File: src/rtl/opam_pkg.sv
// Package for the oscillation period and amplitude meter.
// Holds the sequencer state type and the fixed count width.
// No dependencies.
`default_nettype none

package opam_pkg;

    // extremum_count and period_count width
    localparam int CNT_BITS = 32;

    typedef enum logic [8:0] {
        ST_IDLE  = 9'b000000001,
        ST_STEP  = 9'b000000010,
        ST_DIFF  = 9'b000000100,
        ST_STATS = 9'b000001000,
        ST_LOADP = 9'b000010000,
        ST_WAITP = 9'b000100000,
        ST_LOADS = 9'b001000000,
        ST_WAITS = 9'b010000000,
        ST_DONE  = 9'b100000000
    } state_t;

endpackage

`default_nettype wire

File: src/rtl/opam_div.sv
// Restoring unsigned divider, one quotient bit per cycle.
// Standalone; used by the top level for the two averages.
`default_nettype none

module opam_div #(
    parameter int NUM_BITS = 48,
    parameter int DEN_BITS = 32
) (
    input  wire logic                clk,
    input  wire logic                rst_n,
    input  wire logic                start,
    input  wire logic [NUM_BITS-1:0] num,
    input  wire logic [DEN_BITS-1:0] den,
    output logic                     done,
    output logic [NUM_BITS-1:0]      quot
);

    localparam int CW = (NUM_BITS > 1) ? $clog2(NUM_BITS) : 1;

    logic              busy_reg;
    logic              done_reg;
    logic [CW-1:0]     cnt_reg;
    logic [NUM_BITS-1:0] quo_reg;
    logic [DEN_BITS-1:0] den_reg;
    logic [DEN_BITS-1:0] rem_reg;

    logic [DEN_BITS:0]   rem_sh;
    logic                ge;
    logic [DEN_BITS:0]   rem_sub;

    assign rem_sh  = {rem_reg, quo_reg[NUM_BITS-1]};
    assign ge      = rem_sh >= {1'b0, den_reg};
    assign rem_sub = rem_sh - {1'b0, den_reg};

    always_ff @(posedge clk or negedge rst_n)
    begin
        if (!rst_n)
        begin
            busy_reg <= 1'b0;
            done_reg <= 1'b0;
            cnt_reg  <= '0;
        end
        else if (start)
        begin
            busy_reg <= 1'b1;
            done_reg <= 1'b0;
            cnt_reg  <= '0;
        end
        else if (busy_reg)
        begin
            cnt_reg <= cnt_reg + 1'b1;
            if (cnt_reg == CW'(NUM_BITS - 1))
            begin
                busy_reg <= 1'b0;
                done_reg <= 1'b1;
            end
        end
        else
        begin
            done_reg <= 1'b0;
        end
    end

    always_ff @(posedge clk)
    begin
        if (start)
        begin
            quo_reg <= num;
            den_reg <= den;
            rem_reg <= '0;
        end
        else if (busy_reg)
        begin
            quo_reg <= {quo_reg[NUM_BITS-2:0], ge};
            rem_reg <= ge ? rem_sub[DEN_BITS-1:0] : rem_sh[DEN_BITS-1:0];
        end
    end

    assign done = done_reg;
    assign quot = quo_reg;

endmodule

`default_nettype wire

File: src/rtl/oscillation_period_amplitude_meter.sv
// Top level of the oscillation period and amplitude meter.
// Depends on opam_pkg (state type, count width) and opam_div (serial divider).
//
//  channel | handshake          | payload
//  --------+--------------------+-----------------------------------------------
//  input   | in_valid/in_stall  | sample_time, sample_value, end_of_group
//  output  | out_valid/out_stall| accepted, stats_valid, value_*, period_*, amplitude_*
//
// One transaction at a time: in_stall is high from acceptance until the result
// is loaded into the output register. A sample that marks no extremum passes
// through accept, step and load. A sample that marks an extremum adds a
// difference step, a period/swing update and a divider load; once a period
// exists, two runs of the serial divider follow, with one more load step
// between them.
// Reset is asynchronous, active low, and needs no clearing pass. A stalled
// result holds in the output register; the next sample is taken meanwhile and
// waits in the load step until the register is free.
`default_nettype none

module oscillation_period_amplitude_meter #(
    parameter int TIME_BITS  = 32,
    parameter int VALUE_BITS = 24,
    parameter int SUM_BITS   = 48
) (
    input  wire logic                         clk,
    input  wire logic                         rst_n,
    // input channel
    input  wire logic                         in_valid,
    output logic                              in_stall,
    input  wire logic signed [TIME_BITS-1:0]  sample_time,
    input  wire logic signed [VALUE_BITS-1:0] sample_value,
    input  wire logic                         end_of_group,
    // output channel
    output logic                              out_valid,
    input  wire logic                         out_stall,
    output logic                              accepted,
    output logic                              stats_valid,
    output logic signed [VALUE_BITS-1:0]      value_max,
    output logic signed [VALUE_BITS-1:0]      value_min,
    output logic [TIME_BITS-1:0]              period_max,
    output logic [TIME_BITS-1:0]              period_min,
    output logic [TIME_BITS-1:0]              period_avg,
    output logic [VALUE_BITS-1:0]             amplitude_max,
    output logic [VALUE_BITS-1:0]             amplitude_min,
    output logic [VALUE_BITS-1:0]             amplitude_avg
);

    localparam int CB    = opam_pkg::CNT_BITS;
    // wide enough for either saturating sum plus carry
    localparam int ADD_W = ((TIME_BITS > SUM_BITS) ? TIME_BITS : SUM_BITS) + 1;
    localparam logic [CB-1:0]       CNT_MAX = {CB{1'b1}};
    localparam logic [SUM_BITS-1:0] SUM_MAX = {SUM_BITS{1'b1}};

    opam_pkg::state_t state_reg, state_next;

    // captured transaction
    logic signed [TIME_BITS-1:0]  t_reg;
    logic signed [VALUE_BITS-1:0] v_reg;
    logic                         last_reg;
    logic                         acc_reg;

    // analysis state
    logic                         have_sample_reg;
    logic signed [TIME_BITS-1:0]  last_time_reg;
    logic signed [VALUE_BITS-1:0] prev_value_reg;
    logic                         rising_reg;
    logic                         falling_reg;
    logic                         skip_rest_reg;
    logic signed [VALUE_BITS-1:0] run_max_reg;
    logic signed [VALUE_BITS-1:0] run_min_reg;
    logic [CB-1:0]                ext_count_reg;
    logic [TIME_BITS-1:0]         period_start_reg;
    logic signed [VALUE_BITS-1:0] last_ext_reg;
    logic [TIME_BITS-1:0]         longest_reg;
    logic [TIME_BITS-1:0]         shortest_reg;
    logic [SUM_BITS-1:0]          period_sum_reg;
    logic [CB-1:0]                period_count_reg;
    logic [VALUE_BITS-1:0]        largest_reg;
    logic [VALUE_BITS-1:0]        smallest_reg;
    logic [SUM_BITS-1:0]          swing_sum_reg;
    logic [TIME_BITS-1:0]         period_avg_reg;
    logic [VALUE_BITS-1:0]        swing_avg_reg;

    // extremum step scratch
    logic [TIME_BITS-1:0]         p_reg;
    logic [VALUE_BITS-1:0]        swing_reg;

    // output register
    logic                         out_valid_reg;
    logic                         o_acc_reg;
    logic                         o_stats_reg;
    logic signed [VALUE_BITS-1:0] o_vmax_reg;
    logic signed [VALUE_BITS-1:0] o_vmin_reg;
    logic [TIME_BITS-1:0]         o_pmax_reg;
    logic [TIME_BITS-1:0]         o_pmin_reg;
    logic [TIME_BITS-1:0]         o_pavg_reg;
    logic [VALUE_BITS-1:0]        o_amax_reg;
    logic [VALUE_BITS-1:0]        o_amin_reg;
    logic [VALUE_BITS-1:0]        o_aavg_reg;

    // step decisions
    logic                         acc;
    logic signed [VALUE_BITS-1:0] eff_prev;
    logic signed [VALUE_BITS-1:0] eff_max;
    logic signed [VALUE_BITS-1:0] eff_min;
    logic                         up;
    logic                         down;
    logic                         is_ext;

    // extremum arithmetic
    logic signed [VALUE_BITS:0]   diff_wide;
    logic [VALUE_BITS:0]          abs_wide;
    logic [ADD_W-1:0]             psum_wide;
    logic [ADD_W-1:0]             ssum_wide;
    logic [CB-1:0]                swing_den;

    // divider
    logic                         div_start;
    logic [SUM_BITS-1:0]          div_num;
    logic [CB-1:0]                div_den;
    logic                         div_done;
    logic [SUM_BITS-1:0]          div_quot;

    logic                         out_free;

    assign acc      = !skip_rest_reg && (!have_sample_reg || (t_reg > last_time_reg));
    assign eff_prev = have_sample_reg ? prev_value_reg : v_reg;
    assign eff_max  = (have_sample_reg && run_max_reg > v_reg) ? run_max_reg : v_reg;
    assign eff_min  = (have_sample_reg && run_min_reg < v_reg) ? run_min_reg : v_reg;
    assign up       = v_reg > eff_prev;
    assign down     = v_reg < eff_prev;
    assign is_ext   = ((up && falling_reg) || (down && rising_reg)) && (ext_count_reg != CNT_MAX);

    assign diff_wide = {v_reg[VALUE_BITS-1], v_reg} - {last_ext_reg[VALUE_BITS-1], last_ext_reg};
    assign abs_wide  = diff_wide[VALUE_BITS] ? -diff_wide : diff_wide;

    assign psum_wide = ADD_W'(period_sum_reg) + ADD_W'(p_reg);
    assign ssum_wide = ADD_W'(swing_sum_reg) + ADD_W'(swing_reg);
    assign swing_den = ext_count_reg - 1'b1;

    assign out_free  = !out_valid_reg || !out_stall;

    // divider hookup: period average first, then swing average
    assign div_start = (state_reg == opam_pkg::ST_LOADP && period_count_reg != '0)
                    || (state_reg == opam_pkg::ST_LOADS && swing_den != '0);
    assign div_num   = (state_reg == opam_pkg::ST_LOADP) ? period_sum_reg : swing_sum_reg;
    assign div_den   = (state_reg == opam_pkg::ST_LOADP) ? period_count_reg : swing_den;

    opam_div #(
        .NUM_BITS (SUM_BITS),
        .DEN_BITS (CB)
    ) u_div (
        .clk   (clk),
        .rst_n (rst_n),
        .start (div_start),
        .num   (div_num),
        .den   (div_den),
        .done  (div_done),
        .quot  (div_quot)
    );

    always_comb
    begin
        state_next = state_reg;
        case (state_reg)
            opam_pkg::ST_IDLE:
                if (in_valid) state_next = opam_pkg::ST_STEP;
            opam_pkg::ST_STEP:
                state_next = (acc && is_ext) ? opam_pkg::ST_DIFF : opam_pkg::ST_DONE;
            opam_pkg::ST_DIFF:
                state_next = opam_pkg::ST_STATS;
            opam_pkg::ST_STATS:
                state_next = opam_pkg::ST_LOADP;
            opam_pkg::ST_LOADP:
                state_next = (period_count_reg != '0) ? opam_pkg::ST_WAITP : opam_pkg::ST_DONE;
            opam_pkg::ST_WAITP:
                if (div_done) state_next = opam_pkg::ST_LOADS;
            opam_pkg::ST_LOADS:
                state_next = (swing_den != '0) ? opam_pkg::ST_WAITS : opam_pkg::ST_DONE;
            opam_pkg::ST_WAITS:
                if (div_done) state_next = opam_pkg::ST_DONE;
            opam_pkg::ST_DONE:
                if (out_free) state_next = opam_pkg::ST_IDLE;
            default:
                state_next = opam_pkg::ST_IDLE;
        endcase
    end

    // control state
    always_ff @(posedge clk or negedge rst_n)
    begin
        if (!rst_n)
        begin
            state_reg        <= opam_pkg::ST_IDLE;
            out_valid_reg    <= 1'b0;
            have_sample_reg  <= 1'b0;
            last_time_reg    <= '0;
            prev_value_reg   <= '0;
            rising_reg       <= 1'b0;
            falling_reg      <= 1'b0;
            skip_rest_reg    <= 1'b0;
            run_max_reg      <= '0;
            run_min_reg      <= '0;
            ext_count_reg    <= '0;
            period_start_reg <= '0;
            last_ext_reg     <= '0;
            longest_reg      <= '0;
            shortest_reg     <= '1;
            period_sum_reg   <= '0;
            period_count_reg <= '0;
            largest_reg      <= '0;
            smallest_reg     <= '1;
            swing_sum_reg    <= '0;
            period_avg_reg   <= '0;
            swing_avg_reg    <= '0;
        end
        else
        begin
            state_reg <= state_next;

            if (out_valid_reg && !out_stall)
                out_valid_reg <= 1'b0;

            case (state_reg)
                opam_pkg::ST_STEP:
                begin
                    if (acc)
                    begin
                        have_sample_reg <= 1'b1;
                        run_max_reg     <= eff_max;
                        run_min_reg     <= eff_min;
                        rising_reg      <= up;
                        falling_reg     <= down;
                        prev_value_reg  <= v_reg;
                        last_time_reg   <= t_reg;
                    end
                    // end of group always releases the skip
                    if (last_reg)
                        skip_rest_reg <= 1'b0;
                    else if (!acc)
                        skip_rest_reg <= 1'b1;
                end
                opam_pkg::ST_STATS:
                begin
                    if (!ext_count_reg[0])
                    begin
                        if (ext_count_reg != '0)
                        begin
                            if (p_reg > longest_reg)  longest_reg  <= p_reg;
                            if (p_reg < shortest_reg) shortest_reg <= p_reg;
                            period_sum_reg <= (psum_wide > ADD_W'(SUM_MAX)) ?
                                              SUM_MAX : psum_wide[SUM_BITS-1:0];
                            if (period_count_reg != CNT_MAX)
                                period_count_reg <= period_count_reg + 1'b1;
                        end
                        period_start_reg <= t_reg;
                    end
                    if (ext_count_reg != '0)
                    begin
                        if (swing_reg > largest_reg)  largest_reg  <= swing_reg;
                        if (swing_reg < smallest_reg) smallest_reg <= swing_reg;
                        swing_sum_reg <= (ssum_wide > ADD_W'(SUM_MAX)) ?
                                         SUM_MAX : ssum_wide[SUM_BITS-1:0];
                    end
                    last_ext_reg  <= v_reg;
                    ext_count_reg <= ext_count_reg + 1'b1;
                end
                opam_pkg::ST_WAITP:
                    if (div_done) period_avg_reg <= TIME_BITS'(div_quot);
                opam_pkg::ST_LOADS:
                    if (swing_den == '0) swing_avg_reg <= '0;
                opam_pkg::ST_WAITS:
                    if (div_done) swing_avg_reg <= VALUE_BITS'(div_quot);
                opam_pkg::ST_DONE:
                    if (out_free) out_valid_reg <= 1'b1;
                default:
                begin
                end
            endcase
        end
    end

    // payload: captured sample, scratch and output register
    always_ff @(posedge clk)
    begin
        if (state_reg == opam_pkg::ST_IDLE && in_valid)
        begin
            t_reg    <= sample_time;
            v_reg    <= sample_value;
            last_reg <= end_of_group;
        end
        if (state_reg == opam_pkg::ST_STEP)
            acc_reg <= acc;
        if (state_reg == opam_pkg::ST_DIFF)
        begin
            p_reg     <= t_reg - period_start_reg;
            swing_reg <= abs_wide[VALUE_BITS-1:0];
        end
        if (state_reg == opam_pkg::ST_DONE && out_free)
        begin
            o_acc_reg   <= acc_reg;
            o_stats_reg <= (period_count_reg != '0);
            o_vmax_reg  <= run_max_reg;
            o_vmin_reg  <= run_min_reg;
            if (period_count_reg != '0)
            begin
                o_pmax_reg <= longest_reg;
                o_pmin_reg <= shortest_reg;
                o_pavg_reg <= period_avg_reg;
                o_amax_reg <= largest_reg;
                o_amin_reg <= smallest_reg;
                o_aavg_reg <= swing_avg_reg;
            end
            else
            begin
                o_pmax_reg <= '0;
                o_pmin_reg <= '0;
                o_pavg_reg <= '0;
                o_amax_reg <= '0;
                o_amin_reg <= '0;
                o_aavg_reg <= '0;
            end
        end
    end

    assign in_stall      = (state_reg != opam_pkg::ST_IDLE);
    assign out_valid     = out_valid_reg;
    assign accepted      = o_acc_reg;
    assign stats_valid   = o_stats_reg;
    assign value_max     = o_vmax_reg;
    assign value_min     = o_vmin_reg;
    assign period_max    = o_pmax_reg;
    assign period_min    = o_pmin_reg;
    assign period_avg    = o_pavg_reg;
    assign amplitude_max = o_amax_reg;
    assign amplitude_min = o_amin_reg;
    assign amplitude_avg = o_aavg_reg;

endmodule

`default_nettype wire
File: config.mk
export PLATFORM = sky130hd
export DESIGN_NAME = oscillation_period_amplitude_meter
export DESIGN_NICKNAME = d
export VERILOG_FILES = /design/src/rtl/opam_pkg.sv /design/src/rtl/opam_div.sv /design/src/rtl/oscillation_period_amplitude_meter.sv
export SDC_FILE = /design/constraint.sdc
export NUM_CORES = 2
export LEC_CHECK = 0
export BUFFER_PORTS_ARGS = -buffer_cell sky130_fd_sc_hd__buf_2
export CORE_AREA = 3 3 458 324
export DETAILED_ROUTE_END_ITERATION = 7
export DIE_AREA = 0 0 461 327
export PLACE_DENSITY = 0.54
export REMOVE_ABC_BUFFERS = 1
export SYNTH_ARGS = -nofsm -noshare
export SYNTH_HDL_FRONTEND = slang
export SYNTH_HIERARCHICAL = 1
export SYNTH_SLANG_ARGS = --single-unit
File: constraint.sdc
create_clock -name clk -period 26.7 [get_ports clk]
set_clock_uncertainty 0.1 [all_clocks]
set_input_delay 5.34 -clock clk [delete_from_list [all_inputs] [get_ports clk]]
set_output_delay 5.34 -clock clk [all_outputs]
set_load 0.01 [all_outputs]
# Word-level counts from Yosys, hierarchy flattened
# Index checks and enable logic that the tools add are counted.
# totals
output_inout_bits,220
inputBits,61
register_bits,954
# op_classes
n_reduce_logical,41
mux,33
bitwise_logic,3
n_addsub,10
eq_ne,20
magnitude_cmp,12
# op_table
op,n
$mux 48,5
$gt 49x48->1 const B,2
$mux 24,4
$reduce_bool 32->1,3
$pmux 9 s9,1
$gt 24x24->1,3
$lt 24x24->1,3
$add 32x1->32 const B,2
$gt 32x32->1,2
$mux 32,2
$ne 32x32->1 const B,2
$sub 32x32->32,2
$mux 9,7
$add 48x24->49,1
$add 48x32->49,1
$pmux 24 s2,1
$ge 33x32->1,1
$logic_not 32->1,1
$lt 32x32->1,1
$sub 32x1->32 const B,1
$sub 24x24->25,1
$neg 24->24,1
$reduce_and 3->1,6
$reduce_and 4->1,4
23 further kinds,62

# Logic depth before layout (Yosys ltp)
# logic_depth
ltp_word,8
mapped_depth,17
depth_no_buf,16

# Modules after synthesis
# The synthesis kept the hierarchy.
# modules_own_cells
module,n_inst,seq_area_each_um2,area_per_inst_um2,cells_each
oscillation_period_amplitude_meter,1,22602.9,43873.3,4000
opam_div,1,3243.1,6587.6,604

# Worst setup path before layout
# OpenSTA, ideal clock, no wires.
# synth_path
kind,input to register
startpoint,input out_stall
endpoint,"register o_acc_reg, in the netlist accepted (enable)"
arrival_ns,15.557
path_slack_ns,10.174
n_path_buf,0
path_stages,1
cell_sequence,a21oi_1
# synth_between
elab_chain_cells,3
# synth_rtl
element,line,text
"start, declared",oscillation_period_amplitude_meter.sv:35,"input wire logic out_stall,"
$logic_not 1->1,oscillation_period_amplitude_meter.sv:141,assign out_free = !out_valid_reg || !out_stall;
$logic_or 1x1->1,oscillation_period_amplitude_meter.sv:141,
$logic_and 1x1->1,oscillation_period_amplitude_meter.sv:299,if (state_reg == opam_pkg::ST_DONE && out_free)
"end signal, assigned",oscillation_period_amplitude_meter.sv:301,o_acc_reg <= acc_reg;
"end, declared",oscillation_period_amplitude_meter.sv:90,logic o_acc_reg;
# No other way between the ends.
# A chain may end at the register's enable or synchronous reset.

# Final worst setup path
# layout_path
startpoint,register state_reg[4]
endpoint,output in_stall
# layout_between
elab_chain_cells,1
# layout_rtl
element,line,text
"start, declared",oscillation_period_amplitude_meter.sv:54,"opam_pkg::state_t state_reg, state_next;"
"start signal, assigned",oscillation_period_amplitude_meter.sv:194,state_reg <= opam_pkg::ST_IDLE;
"start signal, assigned",oscillation_period_amplitude_meter.sv:219,state_reg <= state_next;
$ne 9x1->1,oscillation_period_amplitude_meter.sv:326,assign in_stall = (state_reg != opam_pkg::ST_IDLE);
"end, declared",oscillation_period_amplitude_meter.sv:29,"output logic in_stall,"
# No other way between the ends.

==> impl_metrics.ini <==
[outcome]
status = finished clean

[clock_tree]
htree_num_levels = 3
clock_latency_ns = 0.72
clk_pin_slew_worst_paths_ns = 0.06
cts_resized = 0
cts_tree = yes
clock-sinks = 954
post-cts-setup-buffer-count = 0
ctsLongestPathBuffers = 3
numCtsBuffers = 100
hold_buffers = 0
cts-root-buf = clkbuf_16

[floorplan]
io_pins = 281
std_cell_rows = 117
die_w_um = 461
dieArea_sq_mm = 0.151
start_util = 0.349
fp.dieH_um = 327
core_area_sq_mm = 0.145

[yosys]
avgSynthCellArea_sq_um = 11.0
ys_warn_count = 6
synth_flop_cell = dfrtp_1
ys_ff_latch = 954
yosys.cell_types.count = 96
synthTopCellsByCount = 453 x dfrtp_1, 412 x edfxtp_1, 410 x nor2_1, 363 x ha_1, 318 x inv_1
ys_top_cells_by_area = edfxtp_1 25%, dfrtp_1 22%, ha_1 9.0%
synthArstFlopShare = 0.535
yosysTopAreaCell = edfxtp_1
ys_seq_area_frac = 0.512
synth.most_common_cell = dfrtp_1
synth_edf_count = 412
syn_inst = 4604
netlist_area_sq_mm = 0.0505
yosysTopAreaCellShare = 0.245

[global_route]
grtUsageTotal = 0.178
grt_first_pass_wirelength_um = 208000
grt_start_max_net_pins = 168
grt_pass1_vias = 33780
antenna_found_initial = 4
grt_overflow = 0

[timing]
relSlewSlack = 0.202
setup_slack_ns = 18.58
fin_crit_sh = 0.304
tightest_slew_ns = 1.20
fmax_mhz = 123
final-max-slew-violation-count = 0
setup_tns_ns = 0
rsz0062_at_grt = false
setup_viol = 0
fin_crit_ns = 8.12
hold_violations = 0

[critical_path]
cp_slowest_cell = or3_1
end_kind = output pin
worstSetupPathType = register to output pin
arrival_ns = 2.68
critPathMaxStageDelay_ns = 0.44
worstSetupStartpointType = register
crit_required_ns = 21.26
worstPathCellList = or3_1, nor3_1, nand4b_1, buf_2
worst-path-max-fanout = 5

[route]
first_iter_violations = 3114
viasPerCell = 5.08
dr_total_vias = 34790
ant_nets = 0
first_pass_iters = 5
post_drt_wl_per_cell_um = 19.8
routed_wirelength_um = 135000
drc = 0

[cells_and_area]
stdcell_count = 6852
areaGrowthSynthToFinish_pct = 13.7
fillCellCount = 14043
largest_reg_flops = 64
regArea_sq_mm = 0.0258
fin_nets = 5286
multi_input_area_sq_mm = 0.0228
drive_above_1_share = 0.177

[placed_design]
place_inst = 6659
hpwl_um = 100000
dp_slack_ns = 18.77
port_buffers = 280
place_congestion = 0.867

[worst_hold_path]
hold_class = register to register

[run]
maxCapViolCount = 0

[power_and_ir_drop]
leakage_nw = 23.7
ir_drop_mv = 0.0540
p_per_area_mw_per_mm2 = 74.4
## report_power, final
part / switching (mW) / internal [mW] / leakage [nW]
combinational: 0.579 / 0.392 / 11.6
clock: 0.609 / 0.869 / 1.65
sequential: 0.104 / 1.71 / 10.5
total: 1.29 / 2.98 / 23.7
## critical path: cells and delay by family (launching register included)
kind / cells / cell delay [ns]
simple gates: 3 / 1.26
flops: 1 / 0.43
buf+inv: 1 / 0.28
## cell type report
type                       instances  share of cell area
antenna                            5            0.000218
clock buffer                     130              0.0478
clock inverter                    58              0.0120
inverter                         318              0.0208
multi-input combinational       3167               0.397
sequential                       954               0.451
tap                             1904              0.0415
timing repair buffer             316              0.0297
## placed cells by master (no fill, tap or decap), types with 83 or more instances in the layout
cell type / synthesis / layout
xor2_1: 85 / 85
a21oi_1: 232 / 231
ha_1: 363 / 363
nand3_1: 86 / 86
clkbuf_16: 0 / 105
nand4_1: 86 / 86
buf_2: 20 / 279
edfxtp_1: 412 / 412
inv_1: 318 / 317
mux2_2: 296 / 296
nor2b_1: 107 / 107
dfrtp_1: 453 / 453
xnor2_1: 152 / 152
nor2_1: 410 / 407
a31oi_1: 84 / 83
nand2_1: 309 / 308
a21o_1: 129 / 129
o21ai_0: 242 / 241
## path summary, 6_finish.rpt
path                                   from                  to  slack [ns]  depth (start not counted)
setup / recovery               state_reg[4]            in_stall       18.58                          4
hold / removal                     last_reg       skip_rest_reg        0.36                          1
setup reg to reg           ext_count_reg[0]       u_div/quot[5]       21.01                         14
hold reg to reg                    last_reg       skip_rest_reg        0.36                          1
max in group asynchronous             rst_n  prev_value_reg[10]       19.66                          3
min in group asynchronous             rst_n  period_avg_reg[22]        4.58                          1
## per-stage QoR
step	utilization	power [mW]	cell area (sq um)	hold WS, ns
floorplan	-	2.50	49700	0.300
global placement	0.373	2.79	53900	0.346
detailed placement	0.373	2.81	53900	0.365
CTS	0.397	4.31	57400	0.365
global route	0.397	4.52	57400	0.379
finish	0.397	4.27	57400	0.360
## cell families after synthesis
| kind of cell | count (synthesis) | share of synthesized area |
|---|---|---|
| AOI/OAI and AO/OA | 924 | 0.115 |
| xor gates and xnor gates | 237 | 0.0411 |
| adders and majority gates | 368 | 0.0920 |
| buffers and inverters | 483 | 0.0380 |
| DFF | 954 | 0.512 |
| muxes | 353 | 0.0774 |
| and+or+nand+nor | 1285 | 0.124 |
## layer usage
layer	global-route usage	vias up	routed length (um)
li1	-	17044	-
met1	0.284	16856	71400
met2	0.246	742	54200
met3	0.0310	148	6870
met4	0.0437	0	2950
met5	0	-	0
No activity file was read; power rests on OpenSTA's default activity.
